`src/assert_macros.svh`:
```
// Assertion macros used by the pool back end; empty when synthesizing.
`ifndef ASSERT_MACROS_SVH
`define ASSERT_MACROS_SVH
`ifndef SYNTHESIS
`define URDP_ASSERT(label, clk, rst_n, prop) \
    label: assert property (@(posedge clk) disable iff (!rst_n) prop) \
        else $error("urdp assertion failed");
`define URDP_NEVER(label, clk, rst_n, cond) \
    `URDP_ASSERT(label, clk, rst_n, !(cond))
`else
`define URDP_ASSERT(label, clk, rst_n, prop)
`define URDP_NEVER(label, clk, rst_n, cond)
`endif
`endif

```
`src/urdp_pkg.sv`:
```
// Shared widths, register indexes and state type of the draw pool.
package urdp_pkg;

    localparam int DEF_POOL_DEPTH = 256;

    localparam int WORD_W     = 31;
    localparam int STEP_W     = 5;
    localparam int BASE_W     = 16;
    localparam int SPAN_W     = 8;
    localparam int DRAWN_W    = 17;
    localparam int LEFT_W     = 9;
    localparam int CFG_IDX_W  = 2;
    localparam int CFG_DATA_W = 16;
    localparam int S_TDATA_W  = 32;
    localparam int M_TDATA_W  = 32;

    localparam int QUEUE_DEPTH = 2;

    localparam logic [CFG_IDX_W-1:0] REG_BASE_VALUE = 2'd0;
    localparam logic [CFG_IDX_W-1:0] REG_POOL_SPAN  = 2'd1;

    localparam logic [SPAN_W-1:0] SPAN_RESET = 8'hFF;

    typedef enum logic [2:0] {
        B_SWEEP,
        B_IDLE,
        B_DIV,
        B_RD_SLOT,
        B_RD_LAST,
        B_WR_SLOT,
        B_WR_LAST,
        B_EMIT
    } back_state_t;

endpackage

```
`src/urdp_ram.sv`:
```
// Generic single-write, single-read RAM with registered read data.
module urdp_ram import urdp_pkg::*; #(
    parameter int WIDTH = 8,
    parameter int DEPTH = DEF_POOL_DEPTH
) (
    input  logic                     aclk,
    input  logic                     we,
    input  logic [$clog2(DEPTH)-1:0] waddr,
    input  logic [WIDTH-1:0]         wdata,
    input  logic [$clog2(DEPTH)-1:0] raddr,
    output logic [WIDTH-1:0]         rdata
);

    logic [WIDTH-1:0] mem [DEPTH];

    always_ff @(posedge aclk) begin
        if (we) begin
            mem[waddr] <= wdata;
        end
        rdata <= mem[raddr];
    end

endmodule

```
`src/urdp_queue.sv`:
```
// Short FIFO that carries classified items from the front to the back.
module urdp_queue import urdp_pkg::*; #(
    parameter int W = 8
) (
    input  logic         aclk,
    input  logic         aresetn,
    input  logic         push_valid,
    output logic         push_ready,
    input  logic [W-1:0] push_data,
    output logic         pop_valid,
    input  logic         pop,
    output logic [W-1:0] pop_data
);

    localparam int QPTR_W  = $clog2(QUEUE_DEPTH);
    localparam int QFILL_W = $clog2(QUEUE_DEPTH + 1);

    logic [W-1:0]       slot_reg [QUEUE_DEPTH];
    logic [QPTR_W-1:0]  wr_ptr_reg, wr_ptr_next;
    logic [QPTR_W-1:0]  rd_ptr_reg, rd_ptr_next;
    logic [QFILL_W-1:0] fill_reg, fill_next;
    logic               do_push, do_pop;

    assign push_ready = (fill_reg != QFILL_W'(QUEUE_DEPTH));
    assign pop_valid  = (fill_reg != '0);
    assign pop_data   = slot_reg[rd_ptr_reg];
    assign do_push    = push_valid && push_ready;
    assign do_pop     = pop && pop_valid;

    always_comb begin
        wr_ptr_next = wr_ptr_reg;
        rd_ptr_next = rd_ptr_reg;
        fill_next   = fill_reg;
        if (do_push) begin
            wr_ptr_next = (wr_ptr_reg == QPTR_W'(QUEUE_DEPTH - 1)) ? '0
                                                                  : wr_ptr_reg + QPTR_W'(1);
        end
        if (do_pop) begin
            rd_ptr_next = (rd_ptr_reg == QPTR_W'(QUEUE_DEPTH - 1)) ? '0
                                                                  : rd_ptr_reg + QPTR_W'(1);
        end
        if (do_push && !do_pop) begin
            fill_next = fill_reg + QFILL_W'(1);
        end else if (do_pop && !do_push) begin
            fill_next = fill_reg - QFILL_W'(1);
        end
    end

    always_ff @(posedge aclk) begin
        if (!aresetn) begin
            wr_ptr_reg <= '0;
            rd_ptr_reg <= '0;
            fill_reg   <= '0;
        end else begin
            wr_ptr_reg <= wr_ptr_next;
            rd_ptr_reg <= rd_ptr_next;
            fill_reg   <= fill_next;
        end
    end

    always_ff @(posedge aclk) begin
        if (do_push) begin
            slot_reg[wr_ptr_reg] <= push_data;
        end
    end

endmodule

```
`src/urdp_front.sv`:
```
// Front end: configuration registers, live count and item classification.
module urdp_front import urdp_pkg::*; #(
    parameter int POOL_DEPTH = DEF_POOL_DEPTH,
    parameter int AW         = $clog2(POOL_DEPTH),
    parameter int CW         = $clog2(POOL_DEPTH + 1)
) (
    input  logic                    aclk,
    input  logic                    aresetn,
    input  logic                    s_tvalid,
    output logic                    s_tready,
    input  logic [WORD_W-1:0]       s_word,
    input  logic                    cfg_valid,
    output logic                    cfg_ready,
    input  logic [CFG_IDX_W-1:0]    cfg_index,
    input  logic [CFG_DATA_W-1:0]   cfg_data,
    input  logic                    sweeping,
    input  logic                    q_ready,
    output logic                    q_valid,
    output logic [WORD_W+CW:0]      q_data,
    output logic                    refill_req,
    output logic [BASE_W-1:0]       base_value,
    output logic [AW-1:0]           eff_span
);

    localparam int EW = (AW > SPAN_W) ? AW : SPAN_W;

    logic [BASE_W-1:0] base_reg, base_next;
    logic [SPAN_W-1:0] span_reg, span_next;
    logic [CW-1:0]     count_reg, count_next;
    logic              cfg_wr, cfg_hit, accept, exh;
    logic [CW-1:0]     item_cnt;

    // clamp the span to the pool depth minus one
    function automatic logic [AW-1:0] eff_of(input logic [SPAN_W-1:0] s);
        logic [EW-1:0] se;
        logic [EW-1:0] lim;
        se  = EW'(s);
        lim = EW'(POOL_DEPTH - 1);
        return (se > lim) ? AW'(lim) : AW'(se);
    endfunction

    function automatic logic [CW-1:0] total_of(input logic [SPAN_W-1:0] s);
        return CW'(eff_of(s)) + CW'(1);
    endfunction

    assign cfg_ready  = 1'b1;
    assign cfg_wr     = cfg_valid && cfg_ready;
    assign cfg_hit    = cfg_wr && (cfg_index == REG_BASE_VALUE || cfg_index == REG_POOL_SPAN);
    assign refill_req = cfg_hit;

    assign s_tready = q_ready && !sweeping;
    assign accept   = s_tvalid && s_tready;
    assign exh      = (count_reg == '0);
    assign item_cnt = exh ? total_of(span_reg) : count_reg;

    assign q_valid = s_tvalid && !sweeping;
    assign q_data  = {exh, item_cnt, s_word};

    assign base_value = base_reg;
    assign eff_span   = eff_of(span_reg);

    always_comb begin
        base_next  = base_reg;
        span_next  = span_reg;
        count_next = count_reg;
        if (cfg_wr && cfg_index == REG_BASE_VALUE) begin
            base_next = cfg_data[BASE_W-1:0];
        end
        if (cfg_wr && cfg_index == REG_POOL_SPAN) begin
            span_next = cfg_data[SPAN_W-1:0];
        end
        if (cfg_hit) begin
            count_next = total_of(span_next);
        end else if (accept) begin
            // an empty pool refills to the full count
            count_next = exh ? total_of(span_reg) : count_reg - CW'(1);
        end
    end

    always_ff @(posedge aclk) begin
        if (!aresetn) begin
            base_reg  <= '0;
            span_reg  <= SPAN_RESET;
            count_reg <= total_of(SPAN_RESET);
        end else begin
            base_reg  <= base_next;
            span_reg  <= span_next;
            count_reg <= count_next;
        end
    end

endmodule

```
`src/urdp_back.sv`:
```
// Back end: slot modulo, pool swap, refill sweep and result register.
`include "assert_macros.svh"
module urdp_back import urdp_pkg::*; #(
    parameter int POOL_DEPTH = DEF_POOL_DEPTH,
    parameter int AW         = $clog2(POOL_DEPTH),
    parameter int CW         = $clog2(POOL_DEPTH + 1)
) (
    input  logic                 aclk,
    input  logic                 aresetn,
    input  logic                 q_valid,
    output logic                 q_pop,
    input  logic [WORD_W+CW:0]   q_data,
    input  logic                 refill_req,
    input  logic [BASE_W-1:0]    base_value,
    input  logic [AW-1:0]        eff_span,
    output logic                 sweeping,
    output logic                 m_tvalid,
    input  logic                 m_tready,
    output logic [DRAWN_W-1:0]   drawn_value,
    output logic                 exhausted,
    output logic [LEFT_W-1:0]    left_after
);

    back_state_t state_reg, state_next;

    logic [WORD_W-1:0]  word_reg;
    logic [CW-1:0]      cnt_reg;
    logic               exh_reg;
    logic [CW-1:0]      rem_reg, rem_next;
    logic [STEP_W-1:0]  step_reg;
    logic [AW-1:0]      pick_reg;
    logic [AW-1:0]      sweep_idx_reg;

    logic               out_valid_reg;
    logic [DRAWN_W-1:0] out_drawn_reg;
    logic               out_exh_reg;
    logic [LEFT_W-1:0]  out_left_reg;

    logic               out_free, load_out;
    logic [CW:0]        rem_trial, div_ext;
    logic [AW-1:0]      slot_addr, last_addr;

    logic               ram_we;
    logic [AW-1:0]      ram_waddr, ram_raddr, ram_wdata, ram_rdata;

    assign out_free  = !out_valid_reg || m_tready;
    assign slot_addr = AW'(rem_reg);
    assign last_addr = AW'(cnt_reg - CW'(1));

    // one restoring step per quotient bit
    assign rem_trial = {rem_reg, word_reg[WORD_W-1]};
    assign div_ext   = {1'b0, cnt_reg};
    assign rem_next  = (rem_trial >= div_ext) ? CW'(rem_trial - div_ext) : rem_trial[CW-1:0];

    always_comb begin
        state_next = state_reg;
        case (state_reg)
            B_SWEEP: begin
                if (sweep_idx_reg == eff_span) begin
                    state_next = B_IDLE;
                end
            end
            B_IDLE: begin
                if (q_valid) begin
                    state_next = q_data[WORD_W+CW] ? B_EMIT : B_DIV;
                end
            end
            B_DIV: begin
                if (step_reg == STEP_W'(WORD_W - 1)) begin
                    state_next = B_RD_SLOT;
                end
            end
            B_RD_SLOT: state_next = B_RD_LAST;
            B_RD_LAST: state_next = B_WR_SLOT;
            B_WR_SLOT: state_next = B_WR_LAST;
            B_WR_LAST: state_next = B_EMIT;
            B_EMIT: begin
                if (out_free) begin
                    state_next = exh_reg ? B_SWEEP : B_IDLE;
                end
            end
            default: state_next = B_SWEEP;
        endcase
        if (refill_req) begin
            state_next = B_SWEEP;
        end
    end

    always_comb begin
        q_pop     = 1'b0;
        load_out  = 1'b0;
        sweeping  = 1'b0;
        ram_we    = 1'b0;
        ram_waddr = sweep_idx_reg;
        ram_wdata = sweep_idx_reg;
        ram_raddr = slot_addr;
        case (state_reg)
            B_SWEEP: begin
                sweeping = 1'b1;
                ram_we   = 1'b1;
            end
            B_IDLE:    q_pop = q_valid;
            B_RD_LAST: ram_raddr = last_addr;
            B_WR_SLOT: begin
                // the last live entry moves into the drawn slot
                ram_we    = 1'b1;
                ram_waddr = slot_addr;
                ram_wdata = ram_rdata;
            end
            B_WR_LAST: begin
                ram_we    = 1'b1;
                ram_waddr = last_addr;
                ram_wdata = pick_reg;
            end
            B_EMIT:  load_out = out_free;
            default: q_pop = 1'b0;
        endcase
    end

    always_ff @(posedge aclk) begin
        if (!aresetn) begin
            state_reg     <= B_SWEEP;
            sweep_idx_reg <= '0;
            out_valid_reg <= 1'b0;
        end else begin
            state_reg <= state_next;
            if (refill_req || (load_out && exh_reg)) begin
                sweep_idx_reg <= '0;
            end else if (state_reg == B_SWEEP) begin
                sweep_idx_reg <= sweep_idx_reg + AW'(1);
            end
            if (load_out) begin
                out_valid_reg <= 1'b1;
            end else if (m_tready) begin
                out_valid_reg <= 1'b0;
            end
        end
    end

    always_ff @(posedge aclk) begin
        if (q_pop) begin
            word_reg <= q_data[WORD_W-1:0];
            cnt_reg  <= q_data[WORD_W+CW-1:WORD_W];
            exh_reg  <= q_data[WORD_W+CW];
            rem_reg  <= '0;
            step_reg <= '0;
        end else if (state_reg == B_DIV) begin
            rem_reg  <= rem_next;
            word_reg <= {word_reg[WORD_W-2:0], 1'b0};
            step_reg <= step_reg + STEP_W'(1);
        end
        if (state_reg == B_RD_LAST) begin
            pick_reg <= ram_rdata;
        end
        if (load_out) begin
            out_exh_reg <= exh_reg;
            if (exh_reg) begin
                out_drawn_reg <= DRAWN_W'(base_value);
                out_left_reg  <= LEFT_W'(cnt_reg);
            end else begin
                out_drawn_reg <= DRAWN_W'(base_value) + DRAWN_W'(pick_reg);
                out_left_reg  <= LEFT_W'(cnt_reg - CW'(1));
            end
        end
    end

    urdp_ram #(
        .WIDTH (AW),
        .DEPTH (POOL_DEPTH)
    ) u_pool (
        .aclk  (aclk),
        .we    (ram_we),
        .waddr (ram_waddr),
        .wdata (ram_wdata),
        .raddr (ram_raddr),
        .rdata (ram_rdata)
    );

    assign m_tvalid    = out_valid_reg;
    assign drawn_value = out_drawn_reg;
    assign exhausted   = out_exh_reg;
    assign left_after  = out_left_reg;

    `URDP_ASSERT(a_div_steps, aclk, aresetn, (state_reg == B_DIV) |-> (step_reg <= STEP_W'(WORD_W - 1)))
    `URDP_ASSERT(a_slot_live, aclk, aresetn, (state_reg == B_RD_SLOT) |-> (rem_reg < cnt_reg))
    `URDP_ASSERT(a_sweep_bound, aclk, aresetn, (state_reg == B_SWEEP) |-> (sweep_idx_reg <= eff_span))
    `URDP_ASSERT(a_refill_sweep, aclk, aresetn, refill_req |=> (state_reg == B_SWEEP && sweep_idx_reg == '0))

endmodule

```
`src/unique_random_draw_pool.sv`:
```
// Top level of the draw-without-replacement pool.
//
//  channel  | direction | handshake               | content
//  ---------+-----------+-------------------------+--------------------------------------
//  s_*      | in        | s_tvalid / s_tready     | random word per draw
//  m_*      | out       | m_tvalid / m_tready     | drawn value, count left, exhausted flag
//  cfg_*    | in        | cfg_valid / cfg_ready   | register index and write data
//
// A draw picks up the item, runs 31 steps of the bit-serial remainder by the
// live count, takes four steps on the single pool RAM port pair for the swap,
// then loads the result register once it is free.
// An exhausted draw goes straight from pick-up to the result register, then sweeps
// entries 0 to the effective span back to identity; input is held off meanwhile.
// Reset and every write to a defined register run the same sweep.
// The front keeps taking items into a two-entry queue while the back works
// or its result waits on m_tready.
module unique_random_draw_pool import urdp_pkg::*; #(
    parameter int POOL_DEPTH = DEF_POOL_DEPTH
) (
    input  logic                  aclk,
    input  logic                  aresetn,
    input  logic                  s_tvalid,
    output logic                  s_tready,
    input  logic [S_TDATA_W-1:0]  s_tdata,    // [30:0] random_word, [31] zero
    output logic                  m_tvalid,
    input  logic                  m_tready,
    output logic [M_TDATA_W-1:0]  m_tdata,    // [16:0] drawn_value, [25:17] left_after, [31:26] zero
    output logic                  m_tuser,    // [0] exhausted
    input  logic                  cfg_valid,
    output logic                  cfg_ready,
    input  logic [CFG_IDX_W-1:0]  cfg_index,
    input  logic [CFG_DATA_W-1:0] cfg_data
);

    localparam int AW = $clog2(POOL_DEPTH);
    localparam int CW = $clog2(POOL_DEPTH + 1);

    logic                 sweeping, refill_req;
    logic                 q_in_valid, q_in_ready, q_out_valid, q_pop;
    logic [WORD_W+CW:0]   q_in_data, q_out_data;
    logic [BASE_W-1:0]    base_value;
    logic [AW-1:0]        eff_span;
    logic [DRAWN_W-1:0]   drawn_value;
    logic [LEFT_W-1:0]    left_after;
    logic                 exhausted;

    urdp_front #(
        .POOL_DEPTH (POOL_DEPTH),
        .AW         (AW),
        .CW         (CW)
    ) u_front (
        .aclk       (aclk),
        .aresetn    (aresetn),
        .s_tvalid   (s_tvalid),
        .s_tready   (s_tready),
        .s_word     (s_tdata[WORD_W-1:0]),
        .cfg_valid  (cfg_valid),
        .cfg_ready  (cfg_ready),
        .cfg_index  (cfg_index),
        .cfg_data   (cfg_data),
        .sweeping   (sweeping),
        .q_ready    (q_in_ready),
        .q_valid    (q_in_valid),
        .q_data     (q_in_data),
        .refill_req (refill_req),
        .base_value (base_value),
        .eff_span   (eff_span)
    );

    urdp_queue #(
        .W (WORD_W + CW + 1)
    ) u_queue (
        .aclk       (aclk),
        .aresetn    (aresetn),
        .push_valid (q_in_valid),
        .push_ready (q_in_ready),
        .push_data  (q_in_data),
        .pop_valid  (q_out_valid),
        .pop        (q_pop),
        .pop_data   (q_out_data)
    );

    urdp_back #(
        .POOL_DEPTH (POOL_DEPTH),
        .AW         (AW),
        .CW         (CW)
    ) u_back (
        .aclk        (aclk),
        .aresetn     (aresetn),
        .q_valid     (q_out_valid),
        .q_pop       (q_pop),
        .q_data      (q_out_data),
        .refill_req  (refill_req),
        .base_value  (base_value),
        .eff_span    (eff_span),
        .sweeping    (sweeping),
        .m_tvalid    (m_tvalid),
        .m_tready    (m_tready),
        .drawn_value (drawn_value),
        .exhausted   (exhausted),
        .left_after  (left_after)
    );

    assign m_tdata = {(M_TDATA_W - DRAWN_W - LEFT_W)'(0), left_after, drawn_value};
    assign m_tuser = exhausted;

endmodule

```
`config.mk`:
```
export PLATFORM = sky130hd
export DESIGN_NAME = unique_random_draw_pool
export DESIGN_NICKNAME = d
export VERILOG_FILES = /design/src/urdp_pkg.sv /design/src/urdp_ram.sv /design/src/urdp_queue.sv /design/src/urdp_front.sv /design/src/urdp_back.sv /design/src/unique_random_draw_pool.sv
export VERILOG_INCLUDE_DIRS = /design/src /design/src/src
export SDC_FILE = /design/constraint.sdc
export NUM_CORES = 2
export LEC_CHECK = 0
export BUFFER_PORTS_ARGS = -buffer_cell sky130_fd_sc_hd__buf_2
export CAP_MARGIN = 40
export CORE_AREA = 2 2 395 397
export CTS_BUF_LIST = sky130_fd_sc_hd__clkbuf_4
export DETAILED_ROUTE_END_ITERATION = 7
export DIE_AREA = 0 0 397 399
export GPL_TIMING_DRIVEN = 0
export PLACE_DENSITY = 0.78
export SLEW_MARGIN = 20
export SYNTH_ARGS = -nofsm -noshare
export SYNTH_HDL_FRONTEND = slang
export SYNTH_HIERARCHICAL = 1
export SYNTH_SLANG_ARGS = --single-unit
export TNS_END_PERCENT = 10
```
`constraint.sdc`:
```
create_clock -name aclk -period 10.35 [get_ports aclk]
set_clock_uncertainty 0.2 [all_clocks]
set_input_delay 0.5175 -clock aclk [delete_from_list [all_inputs] [get_ports aclk]]
set_output_delay 0.5175 -clock aclk [all_outputs]
set_load 0.01 [all_outputs]
```
* Word level (Yosys, flattened, before mapping)
Memories as Yosys holds them, arrays and structs flattened. A register that Yosys moved wholly into a read port is not among the register bits.
Cells that the tools add are included.
** Word-level totals
- Register bits :: 139
- Input port bits :: 55
- Output and inout port bits :: 36
- Logic and storage cells :: 120
- Bits in writable memories :: 2130
- Memories :: 2
** Cells by class
- $add $sub $neg :: 12
- Bitwise gates (word level) :: 1
- Reductions and logical operators :: 30
- Muxes and demuxes :: 38
- Equality and inequality tests :: 15
- $lt $le $gt $ge :: 3
** Memory list
- u_back.u_pool.mem :: words 256, bits a word 8, rd ports 1, clocked after Yosys merged registers in 1, wr ports 1, RTL line urdp_ram.sv:14 : logic [WIDTH-1:0] mem [DEPTH];
- u_queue.slot_reg :: words 2, bits a word 41, rd ports 1, clocked after Yosys merged registers in 1, wr ports 1, RTL line urdp_queue.sv:18 : logic [W-1:0] slot_reg [QUEUE_DEPTH];
** Operators by type and width (number)
- $mux 31 :: 2
- $mux 9 :: 6
- $mux 8 :: 4
- $pmux 8 s2 :: 2
- $pmux 3 s8 :: 1
- $add 8x1->9 const B :: 2
- $sub 9x1->9 const B :: 2
- $add 16x8->17 :: 1
- $gt 8x8->1 const B :: 2
- $mux 16 :: 1
- $mux 1 :: 15
- $mux 3 :: 5
- $eq 3x3->1 const B :: 4
- $logic_and 1x1->1 :: 11
- $ge 10x9->1 :: 1
- $reduce_bool 2->1 :: 5
- $logic_not 9->1 :: 1
- $sub 9x9->9 :: 1
- $add 8x1->8 const B :: 1
- $eq 8x8->1 :: 1
- $ne 2x1->1 const B :: 4
- $eq 3x2->1 const B :: 2
- $add 5x1->5 const B :: 1
- $eq 5x5->1 const B :: 1
- other kinds (15) :: 23

* Longest topological paths before layout
- Depth after elaboration :: 9
- Mapped depth :: 16

* Modules after synthesis
Netlist, hierarchy kept.
** Modules (own cells, without submodules)
- urdp_ram :: area each 79556.3 um2, instances 1, cells an instance 3733
- urdp_back :: area each 5564.1 um2, instances 1, cells an instance 511
- urdp_queue :: area each 3191.8 um2, instances 1, cells an instance 152
- urdp_front :: area each 2200.9 um2, instances 1, cells an instance 297
- unique_random_draw_pool :: area each 48.8 um2, instances 1, cells an instance 7

* Least setup slack after synthesis
No wires, ideal clock.
- Kind :: reg2reg
- From :: register u_back.state_reg[1]
- To :: memory u_back.u_pool.mem[0][0], data pin
- Stages on the path, launching flop included :: 7
- Setup time :: 1578 ps
- Arrival :: 8207 ps
- Required time :: 8572 ps
- Path slack :: 364 ps
- Period minus slack after synthesis :: 9986 ps
- Cells stage by stage :: dfxtp_1 clkbuf_1 nor2_1 nor2_1 clkbuf_1 o22ai_1 a21oi_1
** Between the ends
- Cells in the longest elaborated chain, start to end :: 2
- Elaborated cells on any way between the ends :: 3
- Those cells by class :: eq/ne (2); mux (1)
** Ends and longest elaborated chain
- start: declaration :: RTL line urdp_back.sv:24 : back_state_t state_reg, state_next;
- start signal: assignment :: RTL line urdp_back.sv:126 : state_reg <= state_next;
- $eq 3x3->1 :: RTL line urdp_back.sv:97 : case (state_reg)
- $pmux 8 s2 * :: RTL line urdp_back.sv:97
- named net u_back.ram_wdata[0] :: RTL line urdp_back.sv:44 : logic [AW-1:0] ram_waddr, ram_raddr, ram_wdata, ram_rdata;
- end: declaration :: RTL line urdp_ram.sv:14
The timed path passes the listed nets; every way through them passes the cells marked *.

* Worst setup path after layout
- From :: register u_back.state_reg[1]
- To :: register u_back.u_pool.rdata[5] (read register of u_back.u_pool.mem)
** Between the ends
- Cells in the longest elaborated chain, start to end :: 2
** Ends and longest elaborated chain
- $eq 3x3->1 :: RTL line urdp_back.sv:97
- $mux 8 :: RTL line urdp_back.sv:97
- named net u_back.ram_raddr[1] :: RTL line urdp_back.sv:44
- end: declaration :: RTL line urdp_ram.sv:11 : output logic [WIDTH-1:0] rdata
The timed path passes the listed nets, and every way through them passes these cells.
A chain may end at the register's enable or synchronous reset.

==> impl_metrics.toml <==
[status]
outcome = "finished with violations"
violations = "DRC"

[layout]
drive_gt1_share_pct = 31.4
final_util_pct = 68.6
layout.nets = 5794
num-fill-cells = 9306
largest_reg_flops = 2048
synthToLayoutAreaGrowth_pct = 16.5

[die]
start_util_pct = 58.9
std_cell_rows = 144
die_h_um = 399
core_area_um2 = 154000
ios = 91
die_area_um2 = 158000
fp.dieW_um = 397

[clock_network]
cts_made_buffers = 580
tritoncts = "done"
post_cts_buffers = 0
hold_buffers = 141
clockBufferDepth = 4
path_clk_slew_ns = 0.06
clock_latency_ns = 1.37
ctsResizeCount = 0
cts-root-buf = "clkbuf_4"
clkSinkCount = 2278
ctsHtreeMaxLevel = 6

[timing]
hold_violations = 0
tns_ns = 0
setup_slack_ns = 3.81
max_freq_mhz = 153
finalSetupViolations = 0
worst_slew_pin_slew_ns = 1.23
final_max_slew_viol_count = 0
rsz0062_at_grt = "false"
slew_headroom_pct = 17.4
holdWs_ns = 0.148
fin_crit_sh_pct = 63.2
period_minus_slack_ns = 6.54

[synthesis]
synth_fa_ha_area_share_pct = 0.376
synthArstFlopShare_pct = 0
syn_avg_cell_area_um2 = 19.3
synth_edf_count = 2206
ys_ff_latch = 2278
yosysWarningCount = 6
yosysSeqAreaShare_pct = 74.7
synth_flop_cell = "edfxtp_1"
synth_cell_types = 89
synth_top_family_by_area = "multiplexers"
syn_inst = 4700
syn_area_um2 = 90600
synth_compound_area_share_pct = 4.34
synth.area.mux_share_pct = 13.9
synth_xor_area_share_pct = 0.667
yosys.area_share.simple_pct = 3.71

[global_routing]
met1_usage_pct = 42.4
grt_util_met2_pct = 49.1
grt_most_used_layer = "met2"
grt_max_degree = 39
grt_pass1_wl_um = 374000
use_met3_pct = 14.1
grt.total_usage_pct = 33.8
grt_pass1_vias = 54100
antenna_found_initial = 13
grt_overflow = 0

[route]
dr.pass1.iters = 8
wirelength_um = 267000
num_vias = 54800
drt_iter0_markers = 9381
viasPerCell = 6.72
routedWlPerCell_um = 32.8
drc = 58
antenna_left = 0

[power]
power.leakage_uw = 0.0357
peakVddDrop_v = 0.000128
p_per_area_nw_per_um2 = 243
p_total_uw = 25600

[critical_path]
cp.arrival_ns = 7.49
cp-end-kind = "flip-flop"
criticalPathCategory = "flip-flop to flip-flop"
crit_fanout = 15
startpoint_type = "flip-flop"
crit_required_ns = 11.30

[placement]
port_buffers = 49
pre_cts_ws_ns = 3.91
gp_congestion = 0.999
hpwl_um = 181000

[run]
cap_violations = 0

[worst_hold_path]
hp-class = "primary input to flip-flop"
layout by cell type, fill, tap and decap left out, types with 19 or more instances in the layout:
cell,Yosys,layout
mux2i_1,146,146
nand3_1,57,57
buf_2,39,106
o221ai_1,46,46
nor2b_1,39,38
a211oi_1,20,20
nor2_1,343,342
inv_2,0,20
mux4_2,454,454
nand2b_1,25,25
edfxtp_1,2206,2206
clkbuf_2,1,30
xnor2_1,47,47
dlygate4sd3_1,0,141
mux2_2,71,71
buf_6,23,50
nand2_1,120,120
dfxtp_1,72,72
xor2_1,22,22
ha_1,24,24
clkbuf_4,0,820
clkinv_1,2,92
buf_4,69,165
inv_1,26,24
o22ai_1,38,38
nor3_1,34,34
a22oi_1,134,134
buf_16,0,77
buf_1,25,19
a221oi_1,22,19
o21ai_0,60,60
clkbuf_1,140,117
nand4_1,20,20
buf_8,13,22
nor4_1,28,22
clkinv_2,0,20
a21oi_1,150,141
logic make-up after synthesis:
| kind of cell | Yosys count |
|---|---|
| other | 2 |
| muxes | 676 |
| DFF | 2278 |
| AOI/OAI and AO/OA | 575 |
| xor gates and xnor gates | 69 |
| and+or+nand+nor | 727 |
| buffers and inverters | 347 |
| adders and majority gates | 26 |
final cells by class:
class | instances | area [um2] | share of cell area (%)
flip-flops and latches | 2278 | 67700 | 64.2
multi-input cells | 2080 | 21000 | 19.9
clock buffers | 817 | 6130 | 5.82
repair buffers | 426 | 5170 | 4.90
well taps | 2044 | 2560 | 2.42
plain buffers | 319 | 2000 | 1.89
clock inverters | 143 | 801 | 0.759
inverters | 28 | 105 | 0.0996
diodes | 13 | 32.5 | 0.0308
metal layers:
layer / wire length (um) / part of all wire [%]
met3: 44500 / 17
met1: 86500 / 32
met5: 155 / 0.058
met2: 117000 / 44
met4: 19000 / 7.1
where the power goes:
part | switching, uW | internal [uW]
registers | 71.5 | 10200
logic | 5020 | 2920
clock network | 3540 | 3820
total | 8630 | 17000
per-stage QoR:
step                      cell area (um2)  cells
after floorplan                     90600   4705
after global placement              93400   6798
after detailed placement            96500   6954
after CTS                          105000   8055
after global routing               105000   8139
final                              105000   8148
synthesized netlist by cell type, drive strengths merged, types with 7 or more instances:
cell type  number  area [um2]
clkbuf        141         531
nand3          57         285
a221oi         24         234
buf           177        1420
or2             8        50.1
mux2i         146        1460
inv            26        97.6
nand2         121         457
a21o           11        83.8
nor4           32         225
ha             24         300
o211ai         14         105
xnor2          47         412
o221ai         47         418
nor2          343        1290
a22o            9        78.8
o21ai          68         340
nor2b          39         244
dfxtp          72        1440
nor3           34         170
mux4          456       10300
nand2b         26         170
a21oi         151         759
edfxtp       2206       66200
and2           14        87.6
mux2           74         833
xor2           22         193
and3            7        43.8
nand4          20         125
a211oi         20         150
o22ai          38         238
a22oi         134        1010
worst paths after layout:
kind                                    start                           endpoint  slack (ns)  cells after the start
max reg2reg  u_back/state_reg[1]$_SDFFE_PP0P_     u_back/u_pool/rdata[5]$_DFF_P_        3.81                     15
max          u_back/state_reg[1]$_SDFFE_PP0P_     u_back/u_pool/rdata[5]$_DFF_P_        3.81                     15
min reg2reg    u_back/u_pool/rdata[1]$_DFF_P_       u_back/pick_reg[1]$_DFFE_PP_        0.22                      0
min                               cfg_data[5]  u_front/count_reg[6]$_SDFFE_PN0P_        0.15                      5
critical path, cell delays in order (launching register included):
cell      delay, ns
dfxtp_1        0.41
clkbuf_1       0.39
nor3_1         0.09
buf_2          0.19
clkbuf_1       0.14
buf_6          0.17
a21oi_1        0.44
buf_2          0.25
buf_4          0.27
buf_2          0.32
buf_2          0.55
mux4_2         0.40
a221oi_1       0.96
o32ai_1        0.45
nor3_1         0.81
nor4_1         0.28
(Power assumes the default switching activity.)
